<file path="src/hdl/assert_macros.svh">
// Assertion macros shared by the address region table RTL.
`ifndef ASSERT_MACROS_SVH
`define ASSERT_MACROS_SVH

// Plain invariant, checked at every clock edge outside reset.
`define SART_ASSERT(lbl, clk_s, rst_s, expr, msg) \
  lbl: assert property (@(posedge clk_s) disable iff (rst_s) (expr)) else $error(msg);

// Same-cycle implication.
`define SART_IMPLY(lbl, clk_s, rst_s, ante, cons, msg) \
  lbl: assert property (@(posedge clk_s) disable iff (rst_s) (ante) |-> (cons)) \
    else $error(msg);

// Next-cycle implication.
`define SART_NEXT(lbl, clk_s, rst_s, ante, cons, msg) \
  lbl: assert property (@(posedge clk_s) disable iff (rst_s) (ante) |=> (cons)) \
    else $error(msg);

`endif

</file>
<file path="src/hdl/sart_pkg.sv">
// Shared types and codes of the sorted address region table.
`default_nettype none

package sart_pkg;

  typedef enum logic [1:0] {
    ST_OK       = 2'd0,
    ST_INVAL    = 2'd1,
    ST_FULL     = 2'd2,
    ST_NOTFOUND = 2'd3
  } status_t;

  localparam logic [1:0] REQ_LOOKUP = 2'd0;
  localparam logic [1:0] REQ_ADD    = 2'd1;
  localparam logic [1:0] REQ_REMOVE = 2'd2;

  typedef struct packed {
    logic    valid;
    status_t status;
  } rsp_ctl_t;

endpackage

`default_nettype wire

</file>
<file path="src/hdl/sorted_address_region_table.sv">
// Top level of the sorted address region table with its output register.
`default_nettype none
`include "assert_macros.svh"

// The block keeps up to MAX_REGIONS non-overlapping address regions, sorted by
// start page, in one synchronous memory. Each request beat is a lookup, an add
// or a remove and produces exactly one result beat; any other request type is
// answered as invalid. The block works on one request at a time: after a beat
// is accepted it walks the stored entries one per cycle through the memory's
// single read port. A successful add or remove then moves the entries above
// the insertion or removal point one slot per cycle, read and written back
// through the same memory. The result sits in an output register, so the next
// request beat can be taken while a finished result still waits on out_stall.
// A result whose status is not success carries zero in all region fields. The
// memory needs no clearing after reset, since only entries below the stored
// count are ever read.
module sorted_address_region_table #(
  parameter int MAX_REGIONS = 16,
  parameter int PAGE_SHIFT  = 12
) (
  input  wire logic               clk,
  input  wire logic               rst,
  input  wire logic               in_valid,
  output logic                    in_stall,
  input  wire logic [1:0]         req_type,
  input  wire logic [31:0]        addr,
  input  wire logic [31:0]        end_addr,
  input  wire logic [7:0]         access_flags,
  input  wire logic [7:0]         map_flags,
  input  wire logic [15:0]        file_handle,
  input  wire logic signed [31:0] backing_offset,
  output logic                    out_valid,
  input  wire logic               out_stall,
  output logic [1:0]              status,
  output logic [31:0]             region_start,
  output logic [31:0]             region_end,
  output logic [7:0]              region_access,
  output logic [7:0]              region_map,
  output logic [15:0]             region_file,
  output logic signed [31:0]      region_offset
);

  import sart_pkg::*;

  localparam int IW = (MAX_REGIONS > 1) ? $clog2(MAX_REGIONS) : 1;
  localparam int PW = 32 - PAGE_SHIFT;
  localparam int RW = 2 * PW + 64;

  typedef struct packed {
    logic [PW-1:0] spage;
    logic [PW-1:0] epage;
    logic [7:0]    acc;
    logic [7:0]    mapf;
    logic [15:0]   file;
    logic [31:0]   off;
  } rec_t;

  rsp_ctl_t      rsp;
  logic [RW-1:0] rsp_rec;
  rec_t          rec;
  logic          rsp_ready;
  logic          ok;
  logic          mem_we;
  logic [IW-1:0] mem_waddr;
  logic [RW-1:0] mem_wdata;
  logic [IW-1:0] mem_raddr;
  logic [RW-1:0] mem_rdata;
  logic          fields_zero;

  sart_ctrl #(
    .MAX_REGIONS (MAX_REGIONS),
    .PAGE_SHIFT  (PAGE_SHIFT)
  ) u_ctrl (
    .clk            (clk),
    .rst            (rst),
    .in_valid       (in_valid),
    .in_stall       (in_stall),
    .req_type       (req_type),
    .addr           (addr),
    .end_addr       (end_addr),
    .access_flags   (access_flags),
    .map_flags      (map_flags),
    .file_handle    (file_handle),
    .backing_offset (backing_offset),
    .rsp            (rsp),
    .rsp_rec        (rsp_rec),
    .rsp_ready      (rsp_ready),
    .mem_we         (mem_we),
    .mem_waddr      (mem_waddr),
    .mem_wdata      (mem_wdata),
    .mem_raddr      (mem_raddr),
    .mem_rdata      (mem_rdata)
  );

  sart_ram #(
    .W  (RW),
    .D  (MAX_REGIONS),
    .AW (IW)
  ) u_ram (
    .clk   (clk),
    .we    (mem_we),
    .waddr (mem_waddr),
    .wdata (mem_wdata),
    .raddr (mem_raddr),
    .rdata (mem_rdata)
  );

  // The output register can take a new result when it is empty or when its
  // current beat leaves in this cycle.
  assign rsp_ready = !out_valid || !out_stall;
  assign rec       = rsp_rec;
  assign ok        = rsp.status == ST_OK;

  always_ff @(posedge clk) begin
    if (rst) begin
      out_valid <= 1'b0;
    end else if (rsp.valid && rsp_ready) begin
      out_valid <= 1'b1;
    end else if (!out_stall) begin
      out_valid <= 1'b0;
    end
  end

  // Failed requests report zero in every region field.
  always_ff @(posedge clk) begin
    if (rsp.valid && rsp_ready) begin
      status        <= rsp.status;
      region_start  <= ok ? {rec.spage, {PAGE_SHIFT{1'b0}}} : '0;
      region_end    <= ok ? {rec.epage, {PAGE_SHIFT{1'b0}}} : '0;
      region_access <= ok ? rec.acc : '0;
      region_map    <= ok ? rec.mapf : '0;
      region_file   <= ok ? rec.file : '0;
      region_offset <= ok ? rec.off : '0;
    end
  end

  assign fields_zero = region_start == '0 && region_end == '0 && region_access == '0
                    && region_map == '0 && region_file == '0 && region_offset == '0;

  `SART_NEXT(a_rsp_load, clk, rst, rsp.valid && rsp_ready, out_valid, "result not registered")
  `SART_IMPLY(a_fail_zero, clk, rst, out_valid && status != ST_OK, fields_zero, "failed result not zero")

endmodule

`default_nettype wire

</file>
<file path="src/hdl/sart_ram.sv">
// Region entry memory: one write port, one registered read port.
`default_nettype none

module sart_ram #(
  parameter int W  = 104,
  parameter int D  = 16,
  parameter int AW = 4
) (
  input  wire logic          clk,
  input  wire logic          we,
  input  wire logic [AW-1:0] waddr,
  input  wire logic [W-1:0]  wdata,
  input  wire logic [AW-1:0] raddr,
  output logic      [W-1:0]  rdata
);

  logic [W-1:0] mem [D];

  always_ff @(posedge clk) begin
    if (we) begin
      mem[waddr] <= wdata;
    end
  end

  always_ff @(posedge clk) begin
    rdata <= mem[raddr];
  end

endmodule

`default_nettype wire

</file>
<file path="src/hdl/sart_ctrl.sv">
// Request sequencer: scans, shifts and inserts entries in the region memory.
`default_nettype none
`include "assert_macros.svh"

module sart_ctrl #(
  parameter int MAX_REGIONS = 16,
  parameter int PAGE_SHIFT  = 12,
  localparam int IW = (MAX_REGIONS > 1) ? $clog2(MAX_REGIONS) : 1,
  localparam int CW = $clog2(MAX_REGIONS + 1),
  localparam int PW = 32 - PAGE_SHIFT,
  localparam int RW = 2 * PW + 64
) (
  input  wire logic               clk,
  input  wire logic               rst,
  input  wire logic               in_valid,
  output logic                    in_stall,
  input  wire logic [1:0]         req_type,
  input  wire logic [31:0]        addr,
  input  wire logic [31:0]        end_addr,
  input  wire logic [7:0]         access_flags,
  input  wire logic [7:0]         map_flags,
  input  wire logic [15:0]        file_handle,
  input  wire logic signed [31:0] backing_offset,
  output sart_pkg::rsp_ctl_t      rsp,
  output logic [RW-1:0]           rsp_rec,
  input  wire logic               rsp_ready,
  output logic                    mem_we,
  output logic [IW-1:0]           mem_waddr,
  output logic [RW-1:0]           mem_wdata,
  output logic [IW-1:0]           mem_raddr,
  input  wire logic [RW-1:0]      mem_rdata
);

  import sart_pkg::*;

  typedef struct packed {
    logic [PW-1:0] spage;
    logic [PW-1:0] epage;
    logic [7:0]    acc;
    logic [7:0]    mapf;
    logic [15:0]   file;
    logic [31:0]   off;
  } rec_t;

  typedef enum logic [4:0] {
    S_IDLE   = 5'b00001,
    S_SCAN   = 5'b00010,
    S_SHIFT  = 5'b00100,
    S_INSERT = 5'b01000,
    S_RESP   = 5'b10000
  } state_t;

  state_t        state;
  logic [CW-1:0] count;
  logic [1:0]    req;
  logic [PW-1:0] sp;
  logic [PW-1:0] ep;
  logic          bad;
  logic [7:0]    acc;
  logic [7:0]    mapf;
  logic [15:0]   file;
  logic [31:0]   off;
  logic [CW-1:0] rd_ptr;
  logic [CW-1:0] rd_dec;
  logic          chk_vld;
  logic [CW-1:0] chk_idx;
  logic          found;
  logic          overlap;
  logic [CW-1:0] pos;
  logic [CW-1:0] hit_idx;
  rec_t          hit_rec;
  status_t       status;
  logic          shift_up;
  logic          issue;
  logic [32:0]   end_sum;
  logic [31:0]   ofs_u;
  logic [31:0]   off_in;
  rec_t          r;
  rec_t          new_rec;
  logic [CW-1:0] dst_idx;
  logic          upd_state;

  assign end_sum = {1'b0, end_addr} + {{(33 - PAGE_SHIFT){1'b0}}, {PAGE_SHIFT{1'b1}}};
  assign ofs_u   = backing_offset;
  assign off_in  = (file_handle != 16'd0)
                 ? ofs_u - {{(32 - PAGE_SHIFT){1'b0}}, addr[PAGE_SHIFT-1:0]}
                 : ofs_u;

  assign r      = mem_rdata;
  assign rd_dec = rd_ptr - 1'b1;

  always_comb begin
    new_rec.spage = sp;
    new_rec.epage = ep;
    new_rec.acc   = acc;
    new_rec.mapf  = mapf;
    new_rec.file  = file;
    new_rec.off   = off;
  end

  always_comb begin
    issue = 1'b0;
    if (state == S_SCAN) begin
      issue = rd_ptr < count;
    end else if (state == S_SHIFT) begin
      issue = shift_up ? (rd_ptr > pos) : (rd_ptr < count);
    end
  end

  assign mem_raddr = (state == S_SHIFT && shift_up) ? rd_dec[IW-1:0] : rd_ptr[IW-1:0];

  always_comb begin
    dst_idx = shift_up ? chk_idx + 1'b1 : chk_idx - 1'b1;
    if (state == S_INSERT) begin
      dst_idx = pos;
    end
  end

  assign mem_we    = (state == S_SHIFT && chk_vld) || state == S_INSERT;
  assign mem_waddr = dst_idx[IW-1:0];
  assign mem_wdata = (state == S_INSERT) ? new_rec : mem_rdata;

  assign in_stall     = state != S_IDLE;
  assign rsp.valid    = state == S_RESP;
  assign rsp.status   = status;
  assign rsp_rec      = hit_rec;

  // Only the shift and insert states may touch the memory or the count.
  assign upd_state = (state == S_SHIFT) || (state == S_INSERT);

  always_ff @(posedge clk) begin
    if (rst) begin
      state   <= S_IDLE;
      count   <= '0;
      chk_vld <= 1'b0;
    end else begin
      unique case (state)
        S_IDLE: begin
          chk_vld <= 1'b0;
          if (in_valid) begin
            req     <= req_type;
            sp      <= addr[31:PAGE_SHIFT];
            ep      <= end_sum[31:PAGE_SHIFT];
            bad     <= (addr >= end_addr) || end_sum[32];
            acc     <= access_flags;
            mapf    <= map_flags;
            file    <= file_handle;
            off     <= off_in;
            rd_ptr  <= '0;
            found   <= 1'b0;
            overlap <= 1'b0;
            pos     <= '0;
            state   <= S_SCAN;
          end
        end
        S_SCAN: begin
          chk_vld <= issue;
          chk_idx <= rd_ptr;
          if (issue) begin
            rd_ptr <= rd_ptr + 1'b1;
          end
          if (chk_vld) begin
            if (sp >= r.spage && sp < r.epage && !found) begin
              found   <= 1'b1;
              hit_idx <= chk_idx;
              hit_rec <= r;
            end
            if (sp < r.epage && ep > r.spage) begin
              overlap <= 1'b1;
            end
            if (r.spage < sp) begin
              pos <= chk_idx + 1'b1;
            end
          end
          if (!issue && !chk_vld) begin
            unique case (req)
              REQ_LOOKUP: begin
                status <= found ? ST_OK : ST_NOTFOUND;
                state  <= S_RESP;
              end
              REQ_REMOVE: begin
                if (found) begin
                  status   <= ST_OK;
                  shift_up <= 1'b0;
                  rd_ptr   <= hit_idx + 1'b1;
                  state    <= S_SHIFT;
                end else begin
                  status <= ST_NOTFOUND;
                  state  <= S_RESP;
                end
              end
              REQ_ADD: begin
                if (bad || overlap) begin
                  status <= ST_INVAL;
                  state  <= S_RESP;
                end else if (count == CW'(MAX_REGIONS)) begin
                  status <= ST_FULL;
                  state  <= S_RESP;
                end else begin
                  status   <= ST_OK;
                  shift_up <= 1'b1;
                  rd_ptr   <= count;
                  state    <= S_SHIFT;
                end
              end
              default: begin
                status <= ST_INVAL;
                state  <= S_RESP;
              end
            endcase
          end
        end
        S_SHIFT: begin
          chk_vld <= issue;
          if (issue) begin
            if (shift_up) begin
              rd_ptr  <= rd_dec;
              chk_idx <= rd_dec;
            end else begin
              rd_ptr  <= rd_ptr + 1'b1;
              chk_idx <= rd_ptr;
            end
          end
          if (!issue && !chk_vld) begin
            if (shift_up) begin
              state <= S_INSERT;
            end else begin
              count <= count - 1'b1;
              state <= S_RESP;
            end
          end
        end
        S_INSERT: begin
          hit_rec <= new_rec;
          count   <= count + 1'b1;
          state   <= S_RESP;
        end
        S_RESP: begin
          if (rsp_ready) begin
            state <= S_IDLE;
          end
        end
        default: begin
          state <= S_IDLE;
        end
      endcase
    end
  end

  `SART_ASSERT(a_count_max, clk, rst, count <= CW'(MAX_REGIONS), "entry count above capacity")
  `SART_IMPLY(a_we_state, clk, rst, mem_we, upd_state, "stray write")
  `SART_NEXT(a_count_hold, clk, rst, !upd_state, $stable(count), "count moved outside an update")

endmodule

`default_nettype wire
</file>
<file path="config.mk">
export PLATFORM = sky130hd
export DESIGN_NAME = sorted_address_region_table
export DESIGN_NICKNAME = d
export VERILOG_FILES = /design/src/hdl/sart_pkg.sv /design/src/hdl/sorted_address_region_table.sv /design/src/hdl/sart_ram.sv /design/src/hdl/sart_ctrl.sv
export VERILOG_INCLUDE_DIRS = /design/src /design/src/hdl
export SDC_FILE = /design/constraint.sdc
export NUM_CORES = 2
export LEC_CHECK = 0
export BUFFER_PORTS_ARGS = -buffer_cell sky130_fd_sc_hd__buf_2
export CORE_UTILIZATION = 62
export CTS_CLUSTER_SIZE = 28
export DETAILED_ROUTE_END_ITERATION = 12
export PLACE_DENSITY = 0.82
export REMOVE_ABC_BUFFERS = 1
export SETUP_SLACK_MARGIN = 0.05
export SKIP_LAST_GASP = 1
export SYNTH_ARGS = -nofsm -noshare
export SYNTH_HDL_FRONTEND = slang
export SYNTH_HIERARCHICAL = 1
export SYNTH_SLANG_ARGS = --single-unit
</file>
<file path="constraint.sdc">
create_clock -name clk -period 11.48 [get_ports clk]
set_input_delay 0.574 -clock clk [delete_from_list [all_inputs] [get_ports clk]]
set_output_delay 0.574 -clock clk [all_outputs]
set_load 0.05 [all_outputs]
</file>
==> impl_metrics.tcl <==
set metrics [dict create \
    cts-buffers-inserted 199 \
    cp.arrival_ns 6.27 \
    drtPass1Iterations 9 \
    finalMaxSlewViolations 0 \
    placed_cells 5990 \
    root_buffer "clkbuf_16" \
    status "finished clean" \
    routedWlPerCell_microns 32.2 \
    final_cells 6423 \
    ir_worst_vdd_v 0.000132 \
    io_pins 266 \
    hold_viol 0 \
    critical_path_class "flop to flop" \
    synth-seq-cells 2122 \
    io_buffers 241 \
    yosys.area_share.simple 0.0331 \
    async_flop_share 0 \
    max_freq_mhz 171 \
    grt_pass1_vias 44600 \
    start_util 0.626 \
    synth_top_family_by_area "multiplexers" \
    yosys.cell_types.count 81 \
    antenna_found_initial 7 \
    cts-resized-gates 0 \
    cts_max_level 4 \
    nets 4751 \
    track_usage 0.310 \
    p_leak_nw 30.9 \
    layout_setup_ws_ns 5.64 \
    crit_required_ns 11.91 \
    finalSetupViolCount 0 \
    num_vias 43400 \
    synth_fa_ha_area_frac 0.0195 \
    final_core_util 0.704 \
    routed_wl_microns 207000 \
    maxCapViolCount 0 \
    fin_skew_ns 0.0397 \
    hold_class "primary input to flop" \
    synthMuxAreaShare 0.126 \
    yosys_warnings 6 \
    cts_tree "done" \
    cts_sinks 2122 \
    drc 0 \
    synth_compound_gate_area_share 0.0355 \
    clockBufferDepth 3 \
    worst_setup_path_end_kind "flop" \
    tightest_slew_ns 1.49 \
    fin_total_pwr_mw 17.8 \
    path_max_fanout 50 \
    globalplace.congestion 0.934 \
    drive_above_1_share 0.251 \
    fp-row-count 133 \
    synthToLayoutAreaGrowth_pct 12.5 \
    hpwlAfterDp_microns 105000 \
    crit_path_start_kind "flop" \
    viasPerCell 6.76 \
    synth-edff-count 2006 \
    die_area_sq_mm 0.134 \
    clkLatencyLatePin_ns 0.84 \
    netlist_instances 4097 \
    avgSynthCellArea_sq_um 20.1 \
    min_period_ns 5.84 \
    finalSetupTns_ns 0 \
    die_h_microns 367 \
    grt_max_degree 170 \
    ant_nets 0 \
    overflow 0 \
    drtIter0Drc 6106 \
    rsz0062_at_grt "false" \
    die_w_microns 367 \
    grt_first_pass_wirelength_microns 300000 \
    synth-xor-area-share 0.00723 \
    synth-main-ff-cell "edfxtp_1" \
    dp_slack_ns 5.89 \
    clkTransAtPathRegs_ns 0.06 \
    coreArea_sq_mm 0.132 \
    ys_seq_area_frac 0.759 \
    relSlewSlack 0.00623 \
    power_density_mw_per_mm2 192 \
    netlist_area_sq_mm 0.0824 \
    min_period_over_period 0.509 \
]
cell usage after synthesis (5+ instances only):
cell type | number | area share
edfxtp_1 | 2006 | 0.73
mux4_2 | 416 | 0.11
a22oi_1 | 210 | 0.019
nand2_1 | 178 | 0.0081
ha_1 | 125 | 0.019
inv_1 | 124 | 0.0056
dfxtp_1 | 116 | 0.028
and2_1 | 112 | 0.0085
clkbuf_1 | 96 | 0.0044
mux2_2 | 84 | 0.011
nor2_1 | 63 | 0.0029
o21ai_0 | 58 | 0.0035
xnor2_1 | 53 | 0.0056
a21oi_1 | 48 | 0.0029
buf_2 | 35 | 0.0021
nand3_1 | 35 | 0.0021
buf_6 | 31 | 0.0042
nor3_1 | 30 | 0.0018
buf_4 | 29 | 0.0026
nand4_1 | 20 | 0.0015
a21o_1 | 17 | 0.0015
buf_1 | 16 | 0.00073
nor4_1 | 16 | 0.0012
xor2_1 | 15 | 0.0016
nor2b_1 | 14 | 0.0011
a31oi_1 | 8 | 0.00061
and4_1 | 8 | 0.00085
nand2b_1 | 8 | 0.00061
o211ai_1 | 8 | 0.00073
o21a_1 | 8 | 0.00073
and3_1 | 6 | 0.00046
nor3b_1 | 6 | 0.00055
o21ai_1 | 6 | 0.00036
or3_1 | 6 | 0.00046
nand3b_1 | 5 | 0.00046
sequential cells by signal, indices dropped and copies added, names as in the netlist, 20 cells and up:
signal	flops
u_ram/mem	1664
u_ctrl/sp	20
u_ctrl/ep	20
u_ram/rdata	104
u_ctrl/off	32
region_start	20
region_offset	32
region_end	20
u_ctrl/rsp_rec	104
metal layers:
layer,share of wire,vias up,global-route usage
met3,0.12,535,0.0734
li1,-,17400,-
met4,0.039,4,0.123
met1,0.35,22100,0.408
met2,0.49,3415,0.505
met5,0.00010,-,0
layout make-up:
| class | instances | area (sq um) |
|---|---|---|
| timing repair buffer | 376 | 2420 |
| fill | 7326 | 39000 |
| clock buffer | 274 | 5570 |
| sequential | 2122 | 62600 |
| tap | 1755 | 2200 |
| inverter | 125 | 469 |
| multi-input combinational | 1666 | 18500 |
| clock inverter | 99 | 963 |
| antenna | 6 | 15.0 |
cells in the final DEF, fill, tap and decap left out, types with 10 or more instances in the layout:
cell / synthesis / routed
xnor2_1: 53 / 52
conb_1: 1 / 24
clkinv_2: 0 / 40
nor2b_1: 14 / 12
edfxtp_1: 2006 / 2006
nand3_1: 35 / 35
clkbuf_16: 0 / 200
buf_4: 29 / 76
nand2_1: 178 / 177
nor2_4: 1 / 15
nor2_1: 63 / 49
a21oi_1: 48 / 48
clkinv_1: 0 / 22
a21o_1: 17 / 17
nand4_1: 20 / 20
dlygate4sd3_1: 0 / 54
o21ai_0: 58 / 53
dfxtp_1: 116 / 116
and2_1: 112 / 110
bufinv_16: 0 / 13
buf_2: 35 / 241
clkbuf_8: 0 / 29
a22oi_1: 210 / 210
mux4_2: 416 / 416
ha_1: 125 / 125
o21ai_1: 6 / 10
clkbuf_1: 96 / 45
nor3_1: 30 / 26
nor4_1: 16 / 16
inv_1: 124 / 124
mux2_2: 84 / 84
xor2_1: 15 / 15
what timing repair did:
action | in CTS | in global routing
endpoints found under the setup margin | 0 | 0
endpoints found under the hold margin | 54 | 0
hold buffers | 54 | 0
buffers inserted | 0 | 0
final timing paths:
path / depth (start not counted) / to / from / slack [ns]
setup / recovery: 8 / u_ram/mem[2][30]$_DFFE_PP_ / u_ctrl/state[2]$_SDFFE_PP0P_ / 5.64
hold / removal: 1 / u_ctrl/sp[11]$_DFFE_PP_ / addr[23] / 0.05
setup reg to reg: 8 / u_ram/mem[2][30]$_DFFE_PP_ / u_ctrl/state[2]$_SDFFE_PP0P_ / 5.64
hold reg to reg: 2 / out_valid$_SDFFE_PP0P_ / out_valid$_SDFFE_PP0P_ / 0.50
metrics by stage:
stage | instance area [sq um] | hold WS [ns]
detailed placement | 85600 | 0.486
floorplan | 81300 | 0.448
global placement | 85600 | 0.493
finish | 92700 | 0.0467
CTS | 92700 | 0.00420
global route | 92700 | 0.0151
critical path, cell delays in order (launching register included):
cell and delay (ns):
dfxtp_1 0.44, nor2b_1 0.13, nand2_4 0.65, buf_4 0.77
o21ai_0 0.31, or3b_2 0.65, nor2_4 0.81, buf_4 0.65
buf_4 0.89
power breakdown:
part,switching [mW],internal [mW]
combinational,1.34,0.684
sequential,0.0940,9.07
clock,2.91,3.71
total,4.34,13.5
cell families after synthesis:
logic type,count (synthesis)
flops,2122
simple gates,529
mux,503
compound gates,415
buf+inv,332
fa+ha+maj,127
xor+xnor,68
other cells,1
Power figures use the tool's default switching activity.
